`src/design/mfr_pkg.sv`:
```
`default_nettype none

package mfr_pkg;

   // framing bytes and sizes
   localparam logic [7:0] START_BYTE     = 8'h68;
   localparam logic [7:0] END_BYTE       = 8'h16;
   localparam logic [7:0] ADDR_BYTES     = 8'd4;
   localparam logic [8:0] FRAME_OVERHEAD = 9'd9;

   // register reset values
   localparam logic [15:0] HUNT_TIMEOUT_RESET = 16'd200;
   localparam logic [15:0] BYTE_TIMEOUT_RESET = 16'd100;
   localparam logic [7:0]  MAX_DATA_LEN_RESET = 8'd128;
   localparam logic [7:0]  HUNT_LIMIT_RESET   = 8'd30;

   // register indexes
   localparam logic [1:0] CFG_HUNT_TIMEOUT = 2'd0;
   localparam logic [1:0] CFG_BYTE_TIMEOUT = 2'd1;
   localparam logic [1:0] CFG_MAX_DATA_LEN = 2'd2;
   localparam logic [1:0] CFG_HUNT_LIMIT   = 2'd3;

   // status codes
   localparam logic [3:0] ST_OK             = 4'd0;
   localparam logic [3:0] ST_HUNT_TIMEOUT   = 4'd1;
   localparam logic [3:0] ST_NO_START       = 4'd2;
   localparam logic [3:0] ST_ADDR_TIMEOUT   = 4'd3;
   localparam logic [3:0] ST_CTRL_TIMEOUT   = 4'd4;
   localparam logic [3:0] ST_LEN_TIMEOUT    = 4'd5;
   localparam logic [3:0] ST_LEN_TOO_BIG    = 4'd6;
   localparam logic [3:0] ST_DATA_TIMEOUT   = 4'd7;
   localparam logic [3:0] ST_CSUM_TIMEOUT   = 4'd8;
   localparam logic [3:0] ST_CSUM_MISMATCH  = 4'd9;
   localparam logic [3:0] ST_END_TIMEOUT    = 4'd10;
   localparam logic [3:0] ST_BAD_END        = 4'd11;

   // input item kinds
   typedef enum logic [1:0] {
      OP_BYTE  = 2'd0,
      OP_TICK  = 2'd1,
      OP_ABORT = 2'd2
   } op_type;

   // frame phases, one-hot
   typedef enum logic [6:0] {
      PH_HUNT = 7'b0000001,
      PH_ADDR = 7'b0000010,
      PH_CTRL = 7'b0000100,
      PH_LEN  = 7'b0001000,
      PH_DATA = 7'b0010000,
      PH_CSUM = 7'b0100000,
      PH_END  = 7'b1000000
   } phase_type;

   // one result item
   typedef struct packed {
      logic       has_byte;
      logic [7:0] frame_byte;
      logic [8:0] byte_index;
      logic       done_res;
      logic [3:0] status;
      logic [8:0] frame_length;
   } rsp_item_type;

endpackage

`default_nettype wire

```
`src/design/mfr_deframer.sv`:
```
`default_nettype none

module mfr_deframer
   import mfr_pkg::*;
(
   input  wire logic         clock,
   input  wire logic         reset,
   input  wire logic         csr_we,
   input  wire logic [1:0]   csr_index,
   input  wire logic [15:0]  csr_wdata,
   input  wire logic         in_valid,
   input  wire logic [1:0]   in_op,
   input  wire logic [7:0]   in_byte,
   input  wire logic         out_free,
   output logic              step_ready,
   output logic              push,
   output rsp_item_type      push_item
);

   // configuration registers
   logic [15:0] hunt_to_ff;
   logic [15:0] byte_to_ff;
   logic [7:0]  max_len_ff;
   logic [7:0]  hunt_lim_ff;

   // frame state
   phase_type   phase_ff, phase_in;
   logic [7:0]  sum_ff, sum_in;
   logic [7:0]  count_ff, count_in;
   logic [7:0]  dlen_ff, dlen_in;
   logic [15:0] idle_ff, idle_in;
   logic [8:0]  index_ff, index_in;

   logic        has_res;
   logic        restart;
   logic        fire;
   logic [7:0]  count_inc;
   logic [7:0]  sum_add;
   logic [15:0] idle_inc;
   logic [15:0] tick_limit;
   logic [3:0]  timeout_status;
   rsp_item_type res;

   always_ff @(posedge clock) begin
      if (reset) begin
         hunt_to_ff  <= HUNT_TIMEOUT_RESET;
         byte_to_ff  <= BYTE_TIMEOUT_RESET;
         max_len_ff  <= MAX_DATA_LEN_RESET;
         hunt_lim_ff <= HUNT_LIMIT_RESET;
      end else if (csr_we) begin
         case (csr_index)
            CFG_HUNT_TIMEOUT: hunt_to_ff  <= csr_wdata;
            CFG_BYTE_TIMEOUT: byte_to_ff  <= csr_wdata;
            CFG_MAX_DATA_LEN: max_len_ff  <= csr_wdata[7:0];
            CFG_HUNT_LIMIT:   hunt_lim_ff <= csr_wdata[7:0];
            default: ;
         endcase
      end
   end

   // timeout status of the current phase
   always_comb begin
      case (phase_ff)
         PH_HUNT: timeout_status = ST_HUNT_TIMEOUT;
         PH_ADDR: timeout_status = ST_ADDR_TIMEOUT;
         PH_CTRL: timeout_status = ST_CTRL_TIMEOUT;
         PH_LEN:  timeout_status = ST_LEN_TIMEOUT;
         PH_DATA: timeout_status = ST_DATA_TIMEOUT;
         PH_CSUM: timeout_status = ST_CSUM_TIMEOUT;
         default: timeout_status = ST_END_TIMEOUT;
      endcase
   end

   assign count_inc = count_ff + 8'd1;
   assign sum_add   = sum_ff + in_byte;
   assign idle_inc  = (idle_ff == 16'hFFFF) ? idle_ff : idle_ff + 16'd1;

   // a zero timeout acts like one
   always_comb begin
      tick_limit = (phase_ff == PH_HUNT) ? hunt_to_ff : byte_to_ff;
      if (tick_limit == 16'd0) begin
         tick_limit = 16'd1;
      end
   end

   // one step of the deframer
   always_comb begin
      phase_in = phase_ff;
      sum_in   = sum_ff;
      count_in = count_ff;
      dlen_in  = dlen_ff;
      idle_in  = idle_ff;
      index_in = index_ff;
      res      = '0;
      has_res  = 1'b0;
      restart  = 1'b0;

      case (op_type'(in_op))
         OP_BYTE: begin
            idle_in = '0;
            case (phase_ff)
               PH_HUNT: begin
                  if (in_byte == START_BYTE) begin
                     sum_in   = in_byte;
                     phase_in = PH_ADDR;
                     count_in = '0;
                     has_res  = 1'b1;
                  end else begin
                     count_in = count_inc;
                     if (count_inc >= hunt_lim_ff || hunt_lim_ff == 8'd0) begin
                        has_res      = 1'b1;
                        res.done_res = 1'b1;
                        res.status   = ST_NO_START;
                        restart      = 1'b1;
                     end
                  end
               end
               PH_ADDR: begin
                  sum_in   = sum_add;
                  count_in = count_inc;
                  if (count_inc >= ADDR_BYTES) begin
                     phase_in = PH_CTRL;
                  end
                  has_res = 1'b1;
               end
               PH_CTRL: begin
                  sum_in   = sum_add;
                  phase_in = PH_LEN;
                  has_res  = 1'b1;
               end
               PH_LEN: begin
                  if (in_byte > max_len_ff) begin
                     has_res      = 1'b1;
                     res.done_res = 1'b1;
                     res.status   = ST_LEN_TOO_BIG;
                     restart      = 1'b1;
                  end else begin
                     sum_in   = sum_add;
                     dlen_in  = in_byte;
                     count_in = '0;
                     phase_in = (in_byte == 8'd0) ? PH_CSUM : PH_DATA;
                     has_res  = 1'b1;
                  end
               end
               PH_DATA: begin
                  sum_in   = sum_add;
                  count_in = count_inc;
                  if (count_inc >= dlen_ff) begin
                     phase_in = PH_CSUM;
                  end
                  has_res = 1'b1;
               end
               PH_CSUM: begin
                  has_res = 1'b1;
                  if (in_byte != sum_ff) begin
                     res.done_res = 1'b1;
                     res.status   = ST_CSUM_MISMATCH;
                     restart      = 1'b1;
                  end else begin
                     phase_in = PH_END;
                  end
               end
               default: begin
                  has_res = 1'b1;
                  restart = 1'b1;
                  res.done_res = 1'b1;
                  if (in_byte != END_BYTE) begin
                     res.status = ST_BAD_END;
                  end else begin
                     res.status       = ST_OK;
                     res.frame_length = {1'b0, dlen_ff} + FRAME_OVERHEAD;
                  end
               end
            endcase
            // a stored byte carries its index
            if (has_res && !res.done_res
                || has_res && res.done_res && res.status == ST_OK) begin
               res.has_byte   = 1'b1;
               res.frame_byte = in_byte;
               res.byte_index = index_ff;
               index_in       = index_ff + 9'd1;
            end
         end
         OP_TICK: begin
            idle_in = idle_inc;
            if (idle_inc >= tick_limit) begin
               has_res      = 1'b1;
               res.done_res = 1'b1;
               res.status   = timeout_status;
               restart      = 1'b1;
            end
         end
         OP_ABORT: begin
            restart = 1'b1;
         end
         default: ;
      endcase

      // back to hunting after a final result or an abort
      if (restart) begin
         phase_in = PH_HUNT;
         sum_in   = '0;
         count_in = '0;
         dlen_in  = '0;
         idle_in  = '0;
         index_in = '0;
      end
   end

   // an item with no result never waits on the output side
   assign step_ready = !has_res || out_free;
   assign fire       = in_valid && step_ready;
   assign push       = fire && has_res;
   assign push_item  = res;

   always_ff @(posedge clock) begin
      if (reset) begin
         phase_ff <= PH_HUNT;
         sum_ff   <= '0;
         count_ff <= '0;
         dlen_ff  <= '0;
         idle_ff  <= '0;
         index_ff <= '0;
      end else if (fire) begin
         phase_ff <= phase_in;
         sum_ff   <= sum_in;
         count_ff <= count_in;
         dlen_ff  <= dlen_in;
         idle_ff  <= idle_in;
         index_ff <= index_in;
      end
   end

endmodule

`default_nettype wire

```
`src/design/mfr_out_reg.sv`:
```
`default_nettype none

module mfr_out_reg
   import mfr_pkg::*;
(
   input  wire logic          clock,
   input  wire logic          reset,
   input  wire logic          push,
   input  wire rsp_item_type  push_item,
   output logic               out_free,
   output logic               rsp_valid,
   input  wire logic          rsp_ready,
   output rsp_item_type       rsp_item
);

   logic         valid_ff;
   rsp_item_type item_ff;

   // free when empty or when the held item leaves this cycle
   assign out_free  = !valid_ff || rsp_ready;
   assign rsp_valid = valid_ff;
   assign rsp_item  = item_ff;

   always_ff @(posedge clock) begin
      if (reset) begin
         valid_ff <= 1'b0;
      end else if (push) begin
         valid_ff <= 1'b1;
      end else if (rsp_ready) begin
         valid_ff <= 1'b0;
      end
   end

   always_ff @(posedge clock) begin
      if (push) begin
         item_ff <= push_item;
      end
   end

endmodule

`default_nettype wire

```
`src/design/meter_frame_receiver.sv`:
```
// Meter frame receiver: deframes a byte stream of start byte, 4 address
// bytes, control, length, data, additive checksum and end byte.
// Request channel (req_): one item per byte received, timer tick or abort,
// kind in req_tuser, byte in req_tdata. Response channel (rsp_): at most one
// item per request; each stored frame byte with its index, and a final item
// (rsp_tlast high) with status and frame length that ends each attempt but an abort.
// Configuration (csr_): timeouts, maximum data length and hunt limit,
// written one register per cycle, no read-back.
// Path: a request taken is held in the input register, and its response is
// then registered in the output register. Throughput: one item per cycle
// while no response waits on a full output register; the only loop is the
// frame state update, which is combinational.
// Reset puts the registers at their reset values and the block to hunting
// for a start byte; both registers come up empty.
// When rsp_tready is low the output register holds its item; the input
// register still takes and retires requests that give no response, and
// holds the first one that does until the output register frees.
`default_nettype none

module meter_frame_receiver
   import mfr_pkg::*;
(
   input  wire logic         clock,
   input  wire logic         reset,
   // request channel
   input  wire logic         req_tvalid,
   output logic              req_tready,
   input  wire logic [7:0]   req_tdata,   // [7:0] rx_byte
   input  wire logic [1:0]   req_tuser,   // [1:0] operation
   // response channel
   output logic              rsp_tvalid,
   input  wire logic         rsp_tready,
   output logic [31:0]       rsp_tdata,   // [7:0] frame_byte, [16:8] byte_index,
                                          // [20:17] status, [29:21] frame_length
   output logic              rsp_tlast,   // done_res
   output logic              rsp_tuser,   // has_byte
   // configuration port
   input  wire logic         csr_we,
   input  wire logic [1:0]   csr_index,
   input  wire logic [15:0]  csr_wdata
);

   logic         in_valid_ff;
   logic [1:0]   in_op_ff;
   logic [7:0]   in_byte_ff;
   logic         step_ready;
   logic         out_free;
   logic         push;
   rsp_item_type push_item;
   rsp_item_type rsp_item;

   // input register
   assign req_tready = !in_valid_ff || step_ready;

   always_ff @(posedge clock) begin
      if (reset) begin
         in_valid_ff <= 1'b0;
      end else if (req_tready) begin
         in_valid_ff <= req_tvalid;
      end
   end

   always_ff @(posedge clock) begin
      if (req_tvalid && req_tready) begin
         in_op_ff   <= req_tuser;
         in_byte_ff <= req_tdata;
      end
   end

   mfr_deframer u_deframer (
      .clock      (clock),
      .reset      (reset),
      .csr_we     (csr_we),
      .csr_index  (csr_index),
      .csr_wdata  (csr_wdata),
      .in_valid   (in_valid_ff),
      .in_op      (in_op_ff),
      .in_byte    (in_byte_ff),
      .out_free   (out_free),
      .step_ready (step_ready),
      .push       (push),
      .push_item  (push_item)
   );

   mfr_out_reg u_out_reg (
      .clock     (clock),
      .reset     (reset),
      .push      (push),
      .push_item (push_item),
      .out_free  (out_free),
      .rsp_valid (rsp_tvalid),
      .rsp_ready (rsp_tready),
      .rsp_item  (rsp_item)
   );

   // response packing
   assign rsp_tdata = {2'b00, rsp_item.frame_length, rsp_item.status,
                       rsp_item.byte_index, rsp_item.frame_byte};
   assign rsp_tlast = rsp_item.done_res;
   assign rsp_tuser = rsp_item.has_byte;

endmodule

`default_nettype wire

```
`config.mk`:
```
export PLATFORM = sky130hd
export DESIGN_NAME = meter_frame_receiver
export DESIGN_NICKNAME = d
export VERILOG_FILES = /design/src/design/mfr_pkg.sv /design/src/design/mfr_deframer.sv /design/src/design/mfr_out_reg.sv /design/src/design/meter_frame_receiver.sv
export SDC_FILE = /design/constraint.sdc
export NUM_CORES = 1
export LEC_CHECK = 0
export BUFFER_PORTS_ARGS = -buffer_cell sky130_fd_sc_hd__buf_2
export CAP_MARGIN = 40
export CORE_UTILIZATION = 60
export CTS_CLUSTER_SIZE = 10
export DETAILED_ROUTE_END_ITERATION = 6
export PLACE_DENSITY = 0.76
export SYNTH_ARGS = -nofsm -noshare
export SYNTH_HDL_FRONTEND = slang
export SYNTH_SLANG_ARGS = --single-unit
```
`constraint.sdc`:
```
create_clock -name clock -period 7 [get_ports clock]
set_input_delay 0 -clock clock [delete_from_list [all_inputs] [get_ports clock]]
set_output_delay 0 -clock clock [all_outputs]
set_load 0.05 [all_outputs]
```
Word level (Yosys, flattened, before mapping)
Cells that the tools add are included.
W data, S select, Z words.
Storage, ports and cells
  register bits: 148
  output and inout port bits: 36
  word-level logic and storage cells: 150
Cells by class
  $add $sub $neg: 5
  order comparisons: 5
  equal/unequal tests: 21
  multiplexer cells: 55
  bitwise logic cells: 1
  reduce and logical (&&, ||, !) cells: 43
Operators by type and width (number)
  $mux W8: 12
  $mux W16: 4
  $mux W7: 7
  $pmux W8 S3: 2
  $pmux W7 S6: 1
  $pmux W16 S2: 1
  $mux W5: 6
  $mux W9: 3
  $pmux W4 S6: 1
  $pmux W5 S4: 1
  $mux W18: 1
  $add A16 B1 Y16 const B: 1
  $eq A16 B16 Y1 const B: 1
  $ge A16 B16 Y1: 1
  $ge A8 B8 Y1: 2
  $logic_not A16 Y1: 1
  $logic_not A8 Y1: 2
  $reduce_and A2 Y1: 6
  $mux W1: 10
  $pmux W5 S2: 1
  $add A8 B4 Y9 const B: 1
  $add A9 B1 Y9 const B: 1
  $ne A3 B2 Y1 const B: 3
  $add A8 B1 Y8 const B: 1
  38 further kinds: 60

Longest topological paths before layout
Gate-level depths: netlist of run 1.
  word-level depth: 13
  gate-level depth with buffers: 20
  gate-level depth less buffers: 15

Cells and area by module
From an unflattened synthesis of run 1, not the netlist that was laid out.
Second synthesis, totals
  cells, all modules: 949
  area, all modules: 8245.4 um2
Modules (own cells, without submodules)
  mfr_deframer: instances 1, cells an instance 895, area each 6864.1 um2, seq. area each 2082.0 um2
  mfr_out_reg: instances 1, cells an instance 36, area each 1007.2 um2, seq. area each 980.9 um2
  meter_frame_receiver: instances 1, cells an instance 18, area each 374.1 um2, seq. area each 320.3 um2

Worst setup path after synthesis of run 1
Ideal clock, no wire load.
  path kind: register -> register
  start point: register u_deframer.phase_ff[3]
  end point: register u_out_reg.item_ff, in the netlist u_out_reg.rsp_item[0], enable pin
  arrival: 5.096 ns
  data required time: 6.579 ns
  setup slack: 1.483 ns
  cell stages (with the launch flop): 20
  path buffers: 5
  period minus slack after synthesis: 5.517 ns
  cells stage by stage: dfxtp_1 -> nor2_2 -> nand4b_1 -> buf_6 -> buf_1 -> mux2i_1 -> nand4_1 -> or4_1 -> nand2_1 -> ha_1 -> nand2b_1 -> a211oi_1 -> o21a_1 -> o21ai_1 -> a21boi_4 -> o21ai_2 -> buf_6 -> buf_6 -> clkbuf_1 -> nor2_1
On the way
  longest elaborated chain between the ends: 11
  elaborated cells on any way between the ends: 13
  classes of those cells: 1 x order compare; 1 x eq/ne; 6 x mux; 5 x reduce/logical
Ends and longest elaborated chain
  start: declaration: line mfr_deframer.sv:27  | phase_type phase_ff, phase_in;
  start signal: assignment: line mfr_deframer.sv:225  | phase_ff <= phase_in;
  $eq A7 B1 Y1 *: line mfr_deframer.sv:80, mfr_deframer.sv:101
  $mux W16: line mfr_deframer.sv:80  | tick_limit = (phase_ff == PH_HUNT) ? hunt_to_ff : byte_to_ff;
  $logic_not A16 Y1: line mfr_deframer.sv:81  | if (tick_limit == 16'd0) begin
  $mux W16: line mfr_deframer.sv:81
  $ge A16 B16 Y1: line mfr_deframer.sv:186  | if (idle_inc >= tick_limit) begin
  $mux W1: line mfr_deframer.sv:186
  $pmux W1 S2 *: line mfr_deframer.sv:98  | case (op_type'(in_op))
  $logic_not A1 Y1: line mfr_deframer.sv:211  | assign step_ready = !has_res || out_free;
  $logic_or A1 B1 Y1: line mfr_deframer.sv:211
  $logic_and A1 B1 Y1: line mfr_deframer.sv:212  | assign fire = in_valid && step_ready;
  $logic_and A1 B1 Y1 *: line mfr_deframer.sv:213  | assign push = fire && has_res;
  via push: line meter_frame_receiver.sv:48  | logic push;
  end signal: assignment: line mfr_out_reg.sv:36  | item_ff <= push_item;
  end: declaration: line mfr_out_reg.sv:17  | rsp_item_type item_ff;
Mark *: on every way through the listed nets, which the timed path passes. The rest lies on a longest branch. The select of a mux whose other input is x is not followed.
A chain may end at the register's enable or synchronous reset.

Worst setup path in the final report of run 1
  start point: register u_deframer.idle_ff[0]
  end point: register u_deframer.count_ff[5]
On the way
  longest elaborated chain between the ends: 9
  elaborated cells on any way between the ends: 15
  classes of those cells: 1 x add/sub; 1 x order compare; 2 x eq/ne; 5 x mux; 6 x reduce/logical
Ends and longest elaborated chain
  start: declaration: line mfr_deframer.sv:31  | logic [15:0] idle_ff, idle_in;
  start signal: assignment: line mfr_deframer.sv:229  | idle_ff <= idle_in;
  $add A16 B1 Y16 / $eq A16 B16 Y1 (equally long branches): line mfr_deframer.sv:76  | assign idle_inc = (idle_ff == 16'hFFFF) ? idle_ff : idle_ff + 16'd1;
  $mux W16 *: line mfr_deframer.sv:76
  $ge A16 B16 Y1 *: line mfr_deframer.sv:186
  $mux W1 *: line mfr_deframer.sv:186
  $pmux W1 S2: line mfr_deframer.sv:98
  $logic_not A1 Y1: line mfr_deframer.sv:211
  $logic_or A1 B1 Y1: line mfr_deframer.sv:211
  $logic_and A1 B1 Y1: line mfr_deframer.sv:212
  $reduce_and A4 Y1 (no line)
  end signal: assignment: line mfr_deframer.sv:227  | count_ff <= count_in;
  end: declaration: line mfr_deframer.sv:29  | logic [7:0] count_ff, count_in;
Mark *: on every way between the ends. The rest lies on a longest branch, timed or not.

==> flow_summary.ini, run 1 <==
[sta]
hold_viol = 0
relSlewSlack_pct = 35.1
min_period_ps = 5240
rsz0062_at_grt = no
finalSetupTns_ps = 0
report.final.slew_viol_count = 0
worstMarginPinSlew_ps = 963
post-route-period-util_pct = 74.8
skew_ps = 10.1
setup_violations = 0
fmax_mhz = 191

[power]
p_int_mw = 1.58
peakVddDrop_mv = 0.154
power_density_nw_per_um2 = 216
p_switching_uw = 495
pwr-share-comb_pct = 9.3
leakage_nw = 3.78
p_clk_share_pct = 46.1
power_mw = 2.07
switching_share_pct = 23.9
pwr-share-seq_pct = 44.5

[global_route]
antenna_found_initial = 0
grt_pass1_vias = 6755
grt_pass1_wl_um = 33600
grt_use_total_pct = 30.3
overflow = 0
grt_max_degree = 72

[detailed_routing]
drtIter0Drc = 467
routed_via_density = 5.96
dr.pass1.iters = 4
post_drt_wl_per_cell_um = 17.2
drcViolationCount = 0
num_vias = 7095
totalWireLength_um = 20500
ant_nets = 0

[clock_tree]
post-cts-setup-buffers = 0
cts.clk_slew.worst_paths_ps = 60
cts_buffers = 17
cts_tree = yes
clock_sinks = 148
clk_latency_ps = 430
clock_path_buffers = 2
cts-root-buf = clkbuf_16
ctsHtreeMaxLevel = 4
cts_resized = 0

[layout]
layout_commonest_cell = nand2_1
drive_above_1_share_pct = 13.0
diodes = 0
final_nets = 1087
area_growth_pct = 17.4
layout_common_cells = 125 x nand2_1, 106 x dfxtp_1, 82 x a21oi_1, 67 x buf_2, 59 x nor2_1

[logic_synthesis]
synth_top_family_by_area = simple AND/OR/NAND/NOR gates
synth_edf_count = 42
yosys.area.top_type = dfxtp_1
synth_mux_area_share_pct = 5.32
ys_ff_latch = 148
yosys_warnings = 0
syn_inst = 910
synthSimpleGateAreaFrac_pct = 22.3
synth.distinct_cells = 71
synth.avg_cell_area_um2 = 8.97
synth_xor_area_share_pct = 3.33
synth.area.top_cells = dfxtp_1 26%, edfxtp_1 15%, ha_1 7.8%, nand2_1 5.7%, a21oi_1 5.0%
synthAdderAreaFrac_pct = 8.06
ys_seq_area_share_pct = 41.4
synth_compound_area_share_pct = 15.2
synthFlopType = dfxtp_1
synthArstFlopShare_pct = 0
syn_area_um2 = 8160
synth_top_area_share_pct = 26.0

[critical_path]
required_ps = 7330
cp_top_family = compound AO/OA/AOI/OAI gates
crit_slowest_cell = a21oi_1
path_cells = ha_1, nand3_1, nor4_2, inv_1, a31oi_1, ha_1, a21oi_1, o21ai_1, a2111oi_0, o21a_1, o21ai_1, a21oi_1, nand4b_1, o31ai_1
arrival_ps = 5570
cp_max_fo = 8
crit_path_end_kind = flop
critPathLaunchType = flop
critPathBufInv = 1
critPathMaxStageDelay_ps = 790
path_class = flop to flop
r2r_cells = 14
cp.depth = 14

[floorplanning]
die_h_um = 119
dieWidth_um = 119
die_area_um2 = 14100
row_count = 42
ioPinCount = 69
core_um2 = 13200
start_util_pct = 61.6

[outcome]
status = finished clean

[hold_path]
min_path_cells = 4
min_path_type = input pin to flop

[place]
dpl.hpwl_um = 14300
port_buffers = 66
gp_congestion = 0.886

[flow_run]
max-cap-violations = 0
worst reg2reg max path: stages (launching register included):
cell and delay, ps:
dfxtp_1 420, ha_1 260, nand3_1 150, nor4_2 520, inv_1 230, a31oi_1 370
ha_1 320, a21oi_1 160, o21ai_1 90, a2111oi_0 570, o21a_1 260, o21ai_1 200
a21oi_1 790, nand4b_1 480, o31ai_1 320
worst paths after layout:
path                                 start                  endpoint  slack, ps
hold / removal                  rsp_tready               in_valid_ff         30
hold reg to reg   u_deframer.hunt_to_ff[1]  u_deframer.hunt_to_ff[1]        460
setup reg to reg     u_deframer.idle_ff[0]    u_deframer.count_ff[5]       1760
setup / recovery     u_deframer.idle_ff[0]    u_deframer.count_ff[5]       1760
layer usage:
metal	wire length, um	GRT usage (%)	vias up	share of wire, %
met5	0	0	-	0
met4	578	12.7	0	2.8
met3	1260	6.52	49	6.1
met2	9940	51.5	281	49
met1	8680	37.1	3293	42
li1	-	-	3472	-
metrics by stage:
stage	util [%]	setup WS (ps)	cell area [um^2]	hold slack [ps]	instances
2_1_floorplan	-	1480	8170	98.9	911
3_3_place_gp	65.0	2100	8610	177	1124
3_5_place_dp	65.3	1950	8650	178	1129
4_1_cts	72.4	1840	9580	19.3	1191
5_1_grt	72.4	1290	9580	46.1	1191
6_report	72.4	1760	9580	28.8	1191
final cells by class:
type | instances | area [um^2]
well taps | 176 | 220
fillers | 1020 | 3660
clock inverters | 4 | 50.0
clock buffers | 28 | 582
flip-flops and latches | 148 | 3380
repair buffers | 111 | 744
multi-input cells | 682 | 4450
inverters | 42 | 158
repair_timing:
| action | CTS | global route |
|---|---|---|
| hold buffers | 30 | 0 |
| hold endpoints to repair | 59 | 0 |
| setup endpoints to repair | 0 | 0 |
cell families after synthesis:
logic type / Yosys count
AND/OR/NAND/NOR: 358
AO/OA/AOI/OAI: 196
flip-flops: 148
buffers and inverters: 81
adder cells (fa/ha/maj): 52
multiplexers: 43
XOR/XNOR: 31
other: 1
cell usage after synthesis (12+ instances only):
master      n
nand2_1   125
dfxtp_1   106
a21oi_1    82
nor2_1     60
ha_1       51
edfxtp_1   42
inv_1      42
mux2i_1    40
o21ai_0    35
nand3_1    32
clkbuf_1   23
nand4_1    23
xnor2_1    21
and2_1     20
nor3_1     17
or4_1      15
o211ai_1   12
power groups by stage:
stage	Sequential (mW)	Clock [mW]	Combinational [mW]
2_1_floorplan	0.933	0	0.127
3_3_place_gp	0.939	0	0.172
3_5_place_dp	0.940	0	0.176
4_1_cts	0.921	0.960	0.190
5_1_grt	0.924	0.998	0.212
6_report	0.922	0.956	0.193
state kept, by name (all words and copies together), names as in the netlist, 2 cells and up:
| signal | count |
|---|---|
| u_out_reg.rsp_item | 32 |
| u_deframer.byte_to_ff | 16 |
| u_deframer.hunt_to_ff | 16 |
| u_deframer.idle_ff | 16 |
| u_deframer.index_ff | 9 |
| in_byte_ff | 8 |
| u_deframer.count_ff | 8 |
| u_deframer.dlen_ff | 8 |
| u_deframer.hunt_lim_ff | 8 |
| u_deframer.max_len_ff | 8 |
| u_deframer.sum_ff | 8 |
| u_deframer.phase_ff | 7 |
| in_op_ff | 2 |
Note: power is estimated with default switching activity, not from simulation.
==> inputs of run 2 (changes only) <==
Settings changed: CORE_UTILIZATION 60 to 55, PLACE_DENSITY 0.76 to 0.73.
Clock period 7 ns to 4.4 ns, I/O delays scaled along.
==> flow_summary.ini, run 2 (same netlist as run 1, synthesis figures left out) <==
[hold_path]
min_delay_worst_endpoint = u_deframer.byte_to_ff[3]
min_path_cells = 5
hp-start = csr_index[0]
min_path_type = input pin to flop

[sta]
holdWs_ps = 34.8
skew_ps = 6.37
rsz0062_at_grt = yes
worstMarginPinSlew_ps = 815
fmax_mhz = 235
setup_violations = 0
post-route-period-util_pct = 96.6
hold_viol = 0
min_period_ps = 4250
setup_ws_ps = 150
relSlewSlack_pct = 45.6
report.final.slew_viol_count = 0

[detailed_routing]
ant_nets = 0
dr.pass1.iters = 5
post_drt_wl_per_cell_um = 17.0
totalWireLength_um = 20700
drtIter0Drc = 495
num_vias = 7142
routed_via_density = 5.85
drcViolationCount = 0

[layout]
area_growth_pct = 20.1
diodes = 0
layout_commonest_cell = nand2_1
final_core_util_pct = 67.4
fin_area_um2 = 9800
largest_reg_flops = 32
layout_common_cells = 125 x nand2_1, 105 x dfxtp_1, 82 x a21oi_1, 66 x buf_2, 59 x nor2_1
layoutNonFillerInstCount = 1221
final_nets = 1110
drive_above_1_share_pct = 16.8

[global_route]
overflow = 0
grt_pass1_vias = 6476
grt_use_total_pct = 28.3
grt_pass1_wl_um = 33000
grt_max_degree = 64
antenna_found_initial = 0

[floorplanning]
start_util_pct = 56.2
die_area_um2 = 15300
row_count = 44
ioPinCount = 69
die_h_um = 124
dieWidth_um = 124
core_um2 = 14500

[critical_path]
arrival_ps = 4600
required_ps = 4750
path_class = flop to flop
crit_slowest_cell = or4_1
timing.rr.end = u_deframer.sum_ff[5]
crit_path_end_kind = flop
critPathLaunchType = flop
r2r_cells = 18
timing.rr.start = u_deframer.phase_ff[6]
critPathMaxStageDelay_ps = 530
ff2ff_setup_slack_ps = 150
path_cells = nor3_2, nand4b_1, buf_4, buf_12, mux2i_2, nand4_1, or4_1, nand2_1, ha_1, nand2b_1, a211oi_1, o21a_1, o21ai_2, a21boi_4, o21ai_2, buf_4, or4_1, a21oi_1
cp_max_fo = 13

[place]
dpl.hpwl_um = 14300
port_buffers = 66
placed_area_um2 = 8810
gp_congestion = 0.926
dp_cells = 1153
place_ws_ps = 5.11

[power]
pwr-share-seq_pct = 46.5
pwr-share-comb_pct = 10.7
p_switching_uw = 788
peakVddDrop_mv = 0.253
p_clk_share_pct = 42.8
leakage_nw = 3.89
switching_share_pct = 25.0
power_density_nw_per_um2 = 322
p_int_mw = 2.37

[clock_tree]
clk_latency_ps = 420
cts.clk_slew.worst_paths_ps = 60
clock_path_buffers = 2
ctsHtreeMaxLevel = 4
cts_tree = yes
cts-root-buf = clkbuf_16
clock_sinks = 148
cts_buffers = 17

[outcome]
status = finished clean

[flow_run]
max-cap-violations = 0
[run 2: changes by cell type in the layout (fill, tap and decap cells not counted), moves of 2 or more]
cell	previous run	this run
nor2_4	0	2
mux2i_1	40	31
clkbuf_1	4	2
mux2i_2	0	9
clkinv_2	1	5
nor2_2	3	1
buf_12	0	2
clkbuf_16	21	18
buf_4	13	35
clkinvlp_4	0	2
[run 2: worst max-delay path: cells and delay by family, from the launching register on]
family | cells | cell delay (ps)
AOI/OAI and AO/OA | 6 | 1020
adders and majority gates | 1 | 220
buffers and inverters | 3 | 550
DFF | 1 | 360
muxes | 1 | 270
and+or+nand+nor | 7 | 1760
[run 2: power by group through the flow]
stage	Sequential, mW	Clock [mW]	Combinational (mW)
global placement	1.49	0	0.289
global route	1.47	1.43	0.370
floorplan	1.48	0	0.203
CTS	1.46	1.37	0.315
finish	1.47	1.35	0.337
detailed placement	1.49	0	0.294
[run 2: how the worst max path moves through the flow]
| stage | cells after the start | to | slack (ps) | start |
|---|---|---|---|---|
| after CTS | 17 | u_deframer.sum_ff[5] | -10 | u_deframer.phase_ff[6] |
| after global placement | 16 | u_deframer.index_ff[8] | 10 | u_deframer.phase_ff[4] |
| after floorplan | 17 | u_out_reg.rsp_item[0] | 3 | u_deframer.idle_ff[0] |
| after global routing | 18 | u_deframer.count_ff[7] | -30 | u_deframer.phase_ff[6] |
| final | 18 | u_deframer.sum_ff[5] | 150 | u_deframer.phase_ff[6] |
| after detailed placement | 15 | u_deframer.index_ff[5] | 5 | u_deframer.idle_ff[1] |
[run 2: area by class of cell]
cell class | count | area (um^2)
fillers | 1187 | 4730
multi-input cells | 682 | 4530
flip-flops and latches | 148 | 3380
repair buffers | 134 | 952
clock buffers | 21 | 460
well taps | 184 | 230
inverters | 42 | 158
clock inverters | 10 | 85.1
[run 2: repair_timing]
action,4_1_cts,5_1_grt
setup buffers,0,7
pin swaps,0,3
endpoints found under the setup margin,4,89
endpoints found under the hold margin,63,0
hold buffers,29,0
gates cloned,0,1
gates resized for setup,1,21
[run 2: metal layers]
| layer | share of wire [%] | vias up | wire length (um) | track usage, % |
|---|---|---|---|---|
| met5 | 0 | - | 0 | 0 |
| met4 | 2.5 | 0 | 512 | 9.94 |
| met3 | 5.2 | 40 | 1070 | 5.13 |
| met2 | 48 | 216 | 10000 | 46.5 |
| met1 | 44 | 3366 | 9090 | 37.1 |
| li1 | - | 3520 | - | - |
[run 2: metrics by stage]
stage,power [mW],setup TNS [ps]
5_1_grt,3.27,-245
4_1_cts,3.15,-20.1
3_3_place_gp,1.78,0
2_1_floorplan,1.69,0
6_report,3.15,0
3_5_place_dp,1.79,0
